<file path="src/missing_tooth_trigger_sync_unit_assert.svh">
// Assertion macros for the missing-tooth trigger sync unit.
// Both expect signals named clk and rst in the module that uses them.
`ifndef MISSING_TOOTH_TRIGGER_SYNC_UNIT_ASSERT_SVH
`define MISSING_TOOTH_TRIGGER_SYNC_UNIT_ASSERT_SVH

// The consequent must hold in the same cycle as the antecedent.
`define MTTS_ASSERT_NOW(label, ante, cons, msg) \
  label: assert property (@(posedge clk) disable iff (rst) (ante) |-> (cons)) \
    else $error(msg);

// The consequent must hold in the cycle after the antecedent.
`define MTTS_ASSERT_NEXT(label, ante, cons, msg) \
  label: assert property (@(posedge clk) disable iff (rst) (ante) |=> (cons)) \
    else $error(msg);

`endif

</file>
<file path="src/mtts_pkg.sv">
`timescale 1ns / 1ps

package mtts_pkg;

  // Table geometry: one entry per tooth of a segment.
  localparam int SEG_TEETH = 60;
  localparam int IDX_W     = $clog2(SEG_TEETH);
  localparam int STAMP_W   = 16;

  // Result queue geometry.
  localparam int RES_DEPTH = 2;
  localparam int RES_PTR_W = $clog2(RES_DEPTH);
  localparam int RES_CNT_W = $clog2(RES_DEPTH + 1);

  typedef logic [STAMP_W-1:0] stamp_t;
  typedef logic [IDX_W-1:0]   idx_t;

  // Value of every period register after reset, and of a table entry that is not valid.
  localparam stamp_t PERIOD_INIT = '1;

  // Input item opcodes.
  localparam logic OP_EDGE    = 1'b0;
  localparam logic OP_TIMEOUT = 1'b1;

  // Outcome of the end-of-segment pattern check.
  typedef enum logic [1:0] {
    CHK_NONE   = 2'd0,
    CHK_OK     = 2'd1,
    CHK_MISSED = 2'd2,
    CHK_EXTRA  = 2'd3
  } chk_t;

  // Work left for the second stage after the memory read.
  typedef enum logic [1:0] {
    BOP_IDLE,
    BOP_COPY,
    BOP_CHECK
  } bop_t;

  // One result item.
  typedef struct packed {
    logic armed;
    logic gap_seen;
    chk_t check_result;
    logic stopped;
  } res_t;

endpackage

</file>
<file path="src/mtts_res_fifo.sv">
`timescale 1ns / 1ps

module mtts_res_fifo
  import mtts_pkg::*;
(
  input  logic clk,
  input  logic rst,
  input  logic push,
  input  res_t push_item,
  output logic full,
  output logic out_valid,
  input  logic out_stall,
  output res_t out_item
);

  res_t                 slot [RES_DEPTH];
  logic [RES_PTR_W-1:0] wr_ptr;
  logic [RES_PTR_W-1:0] rd_ptr;
  logic [RES_CNT_W-1:0] count;
  logic                 pop;

  // Status and head of the queue.
  assign out_valid = (count != '0);
  assign full      = (count == RES_CNT_W'(RES_DEPTH));
  assign pop       = out_valid && !out_stall;
  assign out_item  = slot[rd_ptr];

  // Pointers and fill count.
  always_ff @(posedge clk) begin
    if (rst) begin
      wr_ptr <= '0;
      rd_ptr <= '0;
      count  <= '0;
    end else begin
      if (push) begin
        wr_ptr <= RES_PTR_W'(wr_ptr + 1'b1);
      end
      if (pop) begin
        rd_ptr <= RES_PTR_W'(rd_ptr + 1'b1);
      end
      if (push && !pop) begin
        count <= RES_CNT_W'(count + 1'b1);
      end else if (pop && !push) begin
        count <= RES_CNT_W'(count - 1'b1);
      end
    end
  end

  // Result storage.
  always_ff @(posedge clk) begin
    if (push) begin
      slot[wr_ptr] <= push_item;
    end
  end

endmodule

</file>
<file path="src/missing_tooth_trigger_sync_unit.sv">
// Missing-tooth trigger sync unit: tooth periods are kept in a 60-entry table memory.
// Results: an accepted item pushes its result into the result queue at once, a resync edge
// included; the result of a segment-end pattern check is pushed by the second stage.
// Throughput: one item per cycle while the result queue is not full; a resync or check edge
// holds the input while its table read completes and the copy or check uses the read data.
// Reset: synchronous; entry valid bits clear at once, so no clearing pass is needed.
`timescale 1ns / 1ps

`include "missing_tooth_trigger_sync_unit_assert.svh"

module missing_tooth_trigger_sync_unit
  import mtts_pkg::*;
(
  input  logic                 clk,
  input  logic                 rst,
  input  logic                 in_valid,
  output logic                 in_stall,
  input  logic                 opcode,
  input  logic [STAMP_W-1:0]   edge_stamp,
  output logic                 out_valid,
  input  logic                 out_stall,
  output logic                 armed,
  output logic                 gap_seen,
  output logic [1:0]           check_result,
  output logic                 stopped
);

  localparam idx_t IDX_ONE  = IDX_W'(1);
  localparam idx_t IDX_TWO  = IDX_W'(2);
  localparam idx_t IDX_LAST = IDX_W'(SEG_TEETH - 1);
  localparam idx_t IDX_CHKA = IDX_W'(SEG_TEETH - 3);
  localparam idx_t IDX_CHKB = IDX_W'(SEG_TEETH - 2);

  // Scalar state.
  logic   running,     running_next;
  stamp_t last_stamp,  last_stamp_next;
  stamp_t p_new,       p_new_next;
  stamp_t p_mid,       p_mid_next;
  stamp_t p_old,       p_old_next;
  logic   gap_latched, gap_latched_next;
  idx_t   write_index, write_index_next;

  // Tooth table and its valid bits.
  stamp_t                 mem [SEG_TEETH];
  logic [SEG_TEETH-1:0]   ent_valid;
  stamp_t                 rd_data0, rd_data1;
  logic                   rd_vld0, rd_vld1;

  // Second stage.
  bop_t   b_op, b_op_next;
  logic   b_gap;
  stamp_t b_period;

  // First stage signals.
  logic   in_acc;
  idx_t   idx;
  stamp_t period;
  stamp_t half_mid;
  logic   gap;
  logic   a_reinit;
  logic   a_wr_en;
  idx_t   a_wr_addr;
  logic   rd_en;
  idx_t   rd_addr0;
  logic   push_a;
  res_t   res_a;

  // Second stage signals.
  stamp_t ent_a, ent_b;
  chk_t   b_chk;
  logic   b_stop;
  logic   push_b;
  res_t   res_b;

  // Memory write port.
  logic   wr_en;
  idx_t   wr_addr;
  stamp_t wr_data;
  logic   wr_vld;

  // Result queue.
  logic   push;
  res_t   push_item;
  logic   res_full;
  res_t   out_item;

  assign in_acc   = in_valid && !in_stall;
  assign in_stall = (b_op != BOP_IDLE) || res_full;

  // Window arithmetic for an edge while running.
  always_comb begin
    if (write_index == '0 || write_index > IDX_LAST) begin
      idx = IDX_ONE;
    end else begin
      idx = write_index;
    end
    period   = edge_stamp - last_stamp;
    half_mid = p_new >> 1;
    gap      = (half_mid > period) && (half_mid > p_mid);
  end

  // First stage: window update, table write and read issue.
  always_comb begin
    running_next     = running;
    last_stamp_next  = last_stamp;
    p_new_next       = p_new;
    p_mid_next       = p_mid;
    p_old_next       = p_old;
    gap_latched_next = gap_latched;
    write_index_next = write_index;
    a_reinit         = 1'b0;
    a_wr_en          = 1'b0;
    a_wr_addr        = idx;
    rd_en            = 1'b0;
    rd_addr0         = IDX_CHKA;
    b_op_next        = BOP_IDLE;
    push_a           = 1'b0;
    res_a            = '0;
    if (in_acc) begin
      push_a = 1'b1;
      if (opcode == OP_TIMEOUT) begin
        a_reinit      = 1'b1;
        res_a.stopped = 1'b1;
      end else if (!running) begin
        running_next    = 1'b1;
        last_stamp_next = edge_stamp;
        res_a.armed     = 1'b1;
      end else begin
        last_stamp_next = edge_stamp;
        p_old_next      = p_mid;
        p_mid_next      = p_new;
        p_new_next      = period;
        res_a.gap_seen  = gap;
        a_wr_en         = 1'b1;
        if (gap && !gap_latched) begin
          // First gap: restart the table at slot 1, the previous entry moves to slot 0.
          gap_latched_next = 1'b1;
          a_wr_addr        = IDX_ONE;
          rd_en            = 1'b1;
          rd_addr0         = idx - IDX_ONE;
          b_op_next        = BOP_COPY;
          write_index_next = IDX_TWO;
        end else if (idx == IDX_LAST) begin
          write_index_next = IDX_ONE;
          if (gap_latched) begin
            gap_latched_next = 1'b0;
            rd_en            = 1'b1;
            b_op_next        = BOP_CHECK;
            push_a           = 1'b0;
          end else begin
            a_reinit      = 1'b1;
            res_a.stopped = 1'b1;
          end
        end else begin
          write_index_next = idx + IDX_ONE;
        end
      end
    end
  end

  // Second stage: pattern check on the last three entries of the segment.
  always_comb begin
    ent_a  = rd_vld0 ? rd_data0 : PERIOD_INIT;
    ent_b  = rd_vld1 ? rd_data1 : PERIOD_INIT;
    b_chk  = CHK_NONE;
    if ((ent_a >> 1) > ent_b) begin
      b_chk = CHK_MISSED;
    end else if ((ent_b >> 1) > ent_a && (ent_b >> 1) > b_period) begin
      b_chk = CHK_OK;
    end else if ((b_period >> 1) > ent_b) begin
      b_chk = CHK_EXTRA;
    end
    push_b             = (b_op == BOP_CHECK);
    b_stop             = push_b && (b_chk == CHK_NONE);
    res_b              = '0;
    res_b.gap_seen     = b_gap;
    res_b.check_result = b_chk;
    res_b.stopped      = (b_chk == CHK_NONE);
  end

  // Single table write port: the slot-0 copy only happens while the input is held.
  always_comb begin
    if (b_op == BOP_COPY) begin
      wr_en   = 1'b1;
      wr_addr = '0;
      wr_data = rd_data0;
      wr_vld  = rd_vld0;
    end else begin
      wr_en   = a_wr_en;
      wr_addr = a_wr_addr;
      wr_data = period;
      wr_vld  = 1'b1;
    end
  end

  // Scalar state registers.
  always_ff @(posedge clk) begin
    if (rst) begin
      b_op        <= BOP_IDLE;
      running     <= 1'b0;
      last_stamp  <= '0;
      p_new       <= PERIOD_INIT;
      p_mid       <= PERIOD_INIT;
      p_old       <= PERIOD_INIT;
      gap_latched <= 1'b0;
      write_index <= IDX_ONE;
    end else begin
      b_op <= b_op_next;
      if (a_reinit || b_stop) begin
        running     <= 1'b0;
        last_stamp  <= '0;
        p_new       <= PERIOD_INIT;
        p_mid       <= PERIOD_INIT;
        p_old       <= PERIOD_INIT;
        gap_latched <= 1'b0;
        write_index <= IDX_ONE;
      end else begin
        running     <= running_next;
        last_stamp  <= last_stamp_next;
        p_new       <= p_new_next;
        p_mid       <= p_mid_next;
        p_old       <= p_old_next;
        gap_latched <= gap_latched_next;
        write_index <= write_index_next;
      end
    end
  end

  // Entry valid bits: an entry that is not valid reads as all ones.
  always_ff @(posedge clk) begin
    if (rst || a_reinit || b_stop) begin
      ent_valid <= '0;
    end else if (wr_en) begin
      ent_valid[wr_addr] <= wr_vld;
    end
  end

  // Table memory with registered reads.
  always_ff @(posedge clk) begin
    if (wr_en) begin
      mem[wr_addr] <= wr_data;
    end
    if (rd_en) begin
      rd_data0 <= mem[rd_addr0];
      rd_vld0  <= ent_valid[rd_addr0];
      rd_data1 <= mem[IDX_CHKB];
      rd_vld1  <= ent_valid[IDX_CHKB];
    end
  end

  // Values the second stage needs besides the read data.
  always_ff @(posedge clk) begin
    if (in_acc) begin
      b_gap    <= gap;
      b_period <= period;
    end
  end

  assign push      = push_a || push_b;
  assign push_item = push_b ? res_b : res_a;

  mtts_res_fifo u_res_fifo (
    .clk       (clk),
    .rst       (rst),
    .push      (push),
    .push_item (push_item),
    .full      (res_full),
    .out_valid (out_valid),
    .out_stall (out_stall),
    .out_item  (out_item)
  );

  assign armed        = out_item.armed;
  assign gap_seen     = out_item.gap_seen;
  assign check_result = out_item.check_result;
  assign stopped      = out_item.stopped;

  // The table read completes before another item may touch the state.
  `MTTS_ASSERT_NOW(a_no_accept_busy, b_op != BOP_IDLE, !in_acc, "item accepted during copy or check")
  `MTTS_ASSERT_NEXT(a_stage_b_once, b_op != BOP_IDLE, b_op == BOP_IDLE, "second stage held over a cycle")
  `MTTS_ASSERT_NOW(a_res_no_overflow, res_full, !push, "result queue overflow")
  `MTTS_ASSERT_NEXT(a_timeout_reinit, in_acc && opcode == OP_TIMEOUT,
                    !running && write_index == IDX_ONE, "timeout did not reinitialize")
  `MTTS_ASSERT_NOW(a_index_range, 1'b1, write_index != '0 && write_index <= IDX_LAST,
                   "write index out of range")

endmodule
</file>
<file path="config.mk">
export PLATFORM = sky130hd
export DESIGN_NAME = missing_tooth_trigger_sync_unit
export DESIGN_NICKNAME = d
export VERILOG_FILES = /design/src/mtts_pkg.sv /design/src/mtts_res_fifo.sv /design/src/missing_tooth_trigger_sync_unit.sv
export VERILOG_INCLUDE_DIRS = /design/src /design/src/src
export SDC_FILE = /design/constraint.sdc
export NUM_CORES = 2
export LEC_CHECK = 0
export ABC_AREA = 1
export BUFFER_PORTS_ARGS = -buffer_cell sky130_fd_sc_hd__clkbuf_2
export CAP_MARGIN = 10
export CELL_PAD_IN_SITES_DETAIL_PLACEMENT = 2
export CELL_PAD_IN_SITES_GLOBAL_PLACEMENT = 2
export CORE_UTILIZATION = 42
export DETAILED_ROUTE_END_ITERATION = 8
export PLACE_DENSITY = 0.87
export SETUP_SLACK_MARGIN = 0.5
export SLEW_MARGIN = 20
export SYNTH_ARGS = -nofsm -noshare
export SYNTH_HDL_FRONTEND = slang
export SYNTH_HIERARCHICAL = 1
export SYNTH_SLANG_ARGS = --single-unit
</file>
<file path="constraint.sdc">
create_clock -name clk -period 6.95 [get_ports clk]
set_clock_uncertainty 0.15 [all_clocks]
set_input_delay 0.695 -clock clk [delete_from_list [all_inputs] [get_ports clk]]
set_output_delay 0.695 -clock clk [all_outputs]
set_load 0.02 [all_outputs]
</file>
==> impl_summary.md <==
STA
Setup repair after global routing could not meet its margin everywhere. The minimum clock period is about 7 ns. The remaining max-slew budget at the tightest pin is 0.0967.

On the final layout, the worst hold slack is around 0.0069 ns. The total count of hold-check failures in the final report is 0. At the pin with the least slew margin, the transition time is 1.35 ns. The max-slew violation count is 0. The fmax is roughly 140 MHz.

The setup slack after layout is -0.0549 ns. The final setup violation count is ~80. The fraction of the cycle the final worst path needs is 1.01.

GRT
The total overflow left after global routing is 0. The number of global-route vias before repair came to about 50000. The initial antenna violation count was 24. The global-route total usage across every layer is 0.410. The first global-routing pass estimated 374 mm of wire. Entering global routing, the biggest net connects around 110 pins.

Floorplan
The die is between 300 and 400 microns wide. Row generation in the floorplan step produced 130 rows. The core footprint is 0.126 sq mm.

The initial standard-cell utilization of the core is 0.423. The floorplan step defined a die boundary enclosing ~0.13 sq mm. The height of the die is roughly 360 microns. In this run the count of I/O pins placed on the die edge is 28.

Detailed routing
The post-route antenna net violation count is 0. The number of iterations in the first detailed-routing pass is 8. Dividing the detail-routed wire length by the instance count gives between 30 and 40 microns. The final route contains between 40000 and 50000 vias. The total DRC errors in the routed layout is 0. The routed wire length is around 280 mm. The number of DRC markers after the initial detailed-route iteration is around 7400. The number of vias per cell is 6.56.

Setup path
The kind of end point of the critical path is a flop. In this run the critical register-to-register path is captured at mem[14][3]$_DFFE_PP_. The worst setup path is launched from a flop. Along the worst path, the maximum fanout reaches 54. In this design, the stage delay of the slowest critical-path cell is 0.71 ns. Measured in cells, the most critical reg-to-reg path has a length of 31. The worst setup path category is reg -> reg. The most critical setup path has its startpoint at last_stamp[0]$_SDFFE_PP0P_.

The worst reg2reg path startpoint is last_stamp[0]$_SDFFE_PP0P_. The largest individual stage delay along the critical path comes from the cell sky130_fd_sc_hd__nor3_4. At the worst endpoint, the required time is between 7 and 8 ns. The most used cell along the critical path is sky130_fd_sc_hd__nand2_1. The worst register-to-register path has a setup slack of -0.05 ns. The arrival time reported for the critical path endpoint is roughly 7.4 ns.

Place
The wire-length estimate of the detail-placed layout is between 100 and 150 mm. The pre-CTS worst setup slack is -0.0510 ns. The routability-driven placement congestion ratio is roughly 0.89. The port buffer count is 27. The total placed instance area is between 0.05 and 0.06 sq mm.

Power
The share of total power dissipated in the clock network is 0.427. Cell internal power was estimated by the tool at about 12 mW. Of the total power, combinational logic draws 0.116. The power consumption is about 18 mW. Of the total power, the share spent switching nets is 0.299.

IR analysis of the VDD net gives a maximum drop of 0.280 mV. The power density over cell area is ~300 mW/mm^2. Summed over all nets, the switching power comes to ~5.3 mW. The register share of total power is 0.457. The leakage component of the power is about 26 nW.

Synthesis
After technology mapping, the gate count stands at around 5500. Yosys printed 6 warnings. In this run, synthesis inferred between 1000 and 1500 flip-flops with an integrated enable. The average footprint of a synthesized cell is 9.73 sq um. The number of nets handed over by synthesis was roughly 5600. Counting distinct cell types in the post-synthesis netlist gives 53.

The share of the Yosys chip area taken by registers is 0.624. The leading register cell type out of synthesis is sky130_fd_sc_hd__edfxtp_1. The synthesized area is ~0.053 sq mm. The synthesized design contains about 1100 register bits. In the synthesized netlist the async set-or-reset flop fraction comes to 0.

Layout
The final design instance area without fill is just over 0.06 sq mm. The share of cells above drive strength 1 is 0.0929. The net count of the finished layout is about 5700.

The layout overhead on the synthesized area is 14.6%. The filler cells instantiated in the layout total approximately 13000.

CTS
The deepest level of the CTS H-tree is 4. Clock tree synthesis inserted a total of approximately 130 buffers. Clock-pin slew was measured on the worst setup and hold paths at ~0.07 ns.

The CTS sink count is between 1000 and 1500. The longest clock path from root to sink contains 3 buffers. The root buffer cell chosen for the clock tree is sky130_fd_sc_hd__clkbuf_16. The clock latency on the worst-skew pair is around 0.85 ns. TritonCTS built the clock tree.

Outcome
The run finished, with violations left. The checks that failed: setup timing.

Hold path
The worst min-delay path startpoint is rst. Counting instances, the worst hold path has a depth of 2. The worst hold path terminates at b_op[1]$_SDFF_PP0_. The tightest min-delay check is of the in -> reg type.

Job
The total of max-cap violations is 0.
-- through the flow --
| stage | utilization | std cells | TNS (ns) |
|---|---|---|---|
| 2_1_floorplan | - | 5458 | 0 |
| 3_3_place_gp | 0.444 | 7024 | 0 |
| 3_5_place_dp | 0.444 | 7024 | -0.0619 |
| 4_1_cts | 0.480 | 7272 | 0 |
| 5_1_grt | 0.485 | 7290 | -0.0560 |
| 6_report | 0.485 | 7302 | -2.35 |
-- layout make-up --
class	instances	area, sq um	area share
repair buffers	207	2160	0.0355
inverters	1003	3820	0.0627
well taps	1650	2060	0.0339
clock buffers	176	3630	0.0596
clock inverters	63	607	0.00997
multi-input cells	3046	15400	0.253
diodes	12	30.0	0.000493
repair inverters	1	8.76	0.000144
flip-flops and latches	1144	33100	0.544
-- power groups by stage --
stage	Sequential, mW	Clock (mW)	Combinational, mW
6_report	8.11	7.57	2.06
5_1_grt	8.11	7.71	2.01
4_1_cts	8.11	7.28	1.75
3_5_place_dp	8.25	0	1.65
3_3_place_gp	8.24	0	1.52
2_1_floorplan	8.30	0	0.726
-- registers in the layout, indices dropped and copies added, names as in the netlist, named ones only --
signal / flops
b_gap: 1
b_op: 2
b_period: 16
ent_valid: 60
gap_latched: 1
last_stamp: 16
mem: 960
p_mid: 16
p_new: 16
rd_data0: 16
rd_data1: 16
rd_vld0: 1
rd_vld1: 1
running: 1
u_res_fifo/count: 2
u_res_fifo/rd_ptr: 1
u_res_fifo/slot: 10
u_res_fifo/wr_ptr: 1
write_index: 6
-- worst max path at each step --
stage,end,cells after the start
5_1_grt,rd_data0[13]$_DFFE_PP_,37
6_report,mem[14][3]$_DFFE_PP_,31
2_1_floorplan,rd_data0[0]$_DFFE_PP_,25
3_5_place_dp,rd_data0[6]$_DFFE_PP_,36
3_3_place_gp,rd_data0[5]$_DFFE_PP_,34
4_1_cts,rd_data0[5]$_DFFE_PP_,36
-- cells in the mapped netlist, types with 14 or more instances --
master	instances	area share
sky130_fd_sc_hd__nand2_1	1253	0.089
sky130_fd_sc_hd__edfxtp_1	1021	0.58
sky130_fd_sc_hd__inv_1	963	0.068
sky130_fd_sc_hd__nand3_1	879	0.083
sky130_fd_sc_hd__nor2_1	314	0.022
sky130_fd_sc_hd__nand3b_1	177	0.025
sky130_fd_sc_hd__dfxtp_1	123	0.046
sky130_fd_sc_hd__buf_2	117	0.011
sky130_fd_sc_hd__a21oi_1	111	0.010
sky130_fd_sc_hd__ha_1	108	0.025
sky130_fd_sc_hd__clkbuf_1	103	0.0073
sky130_fd_sc_hd__o21ai_0	43	0.0041
sky130_fd_sc_hd__o211ai_1	36	0.0051
sky130_fd_sc_hd__buf_1	21	0.0015
sky130_fd_sc_hd__inv_2	20	0.0014
sky130_fd_sc_hd__buf_4	19	0.0027
sky130_fd_sc_hd__clkinv_1	19	0.0013
sky130_fd_sc_hd__or2_1	16	0.0019
sky130_fd_sc_hd__xor2_1	14	0.0023
-- cells in the final DEF, fill, tap and decap left out, types with 18 or more instances in the layout --
cell type / instances
sky130_fd_sc_hd__a21oi_1: 106
sky130_fd_sc_hd__nand2_1: 1239
sky130_fd_sc_hd__o211ai_1: 36
sky130_fd_sc_hd__o21ai_0: 28
sky130_fd_sc_hd__nor2_1: 298
sky130_fd_sc_hd__edfxtp_1: 1021
sky130_fd_sc_hd__clkbuf_1: 30
sky130_fd_sc_hd__nand3_1: 866
sky130_fd_sc_hd__ha_1: 108
sky130_fd_sc_hd__nand2_2: 20
sky130_fd_sc_hd__clkbuf_2: 27
sky130_fd_sc_hd__dfxtp_1: 123
sky130_fd_sc_hd__buf_12: 23
sky130_fd_sc_hd__inv_1: 959
sky130_fd_sc_hd__clkinv_1: 41
sky130_fd_sc_hd__clkbuf_16: 138
sky130_fd_sc_hd__nor2_2: 18
sky130_fd_sc_hd__nand3b_1: 177
sky130_fd_sc_hd__buf_4: 128
-- logic make-up (layout without fill, tap and decap cells) --
logic type,Yosys count,in the layout,share of synthesized area
AO/OA/AOI/OAI,218,218,0.0238
adder cells (fa/ha/maj),109,109,0.0258
buffers and inverters,1268,1450,0.0945
flip-flops,1144,1144,0.624
other,0,12,0
XOR/XNOR,16,16,0.00264
AND/OR/NAND/NOR,2698,2698,0.229
multiplexers,5,5,0.00106
-- routing by layer --
metal  wire, microns  up-vias  global-route usage
li1                -    18000                   -
met1           92700    23800               0.467
met2          129000     4281               0.663
met3           32400     1738               0.105
met4           27600       22               0.313
met5             184        -                   0
-- worst max-delay path: cells and delay by family (launching register included) --
kind | cells | cell delay, ns
AOI/OAI and AO/OA | 3 | 0.61
adders and majority gates | 3 | 0.86
buffers and inverters | 8 | 1.60
DFF | 1 | 0.36
and+or+nand+nor | 17 | 3.05
-- repair_timing --
action	4_1_cts	5_1_grt
gates cloned	5	4
setup endpoints to repair	254	740
setup buffers	3	8
hold buffers	1	0
hold endpoints to repair	1	0
pin swaps	1	5
resized for setup	26	52
Note: power is estimated with default switching activity, not from simulation.
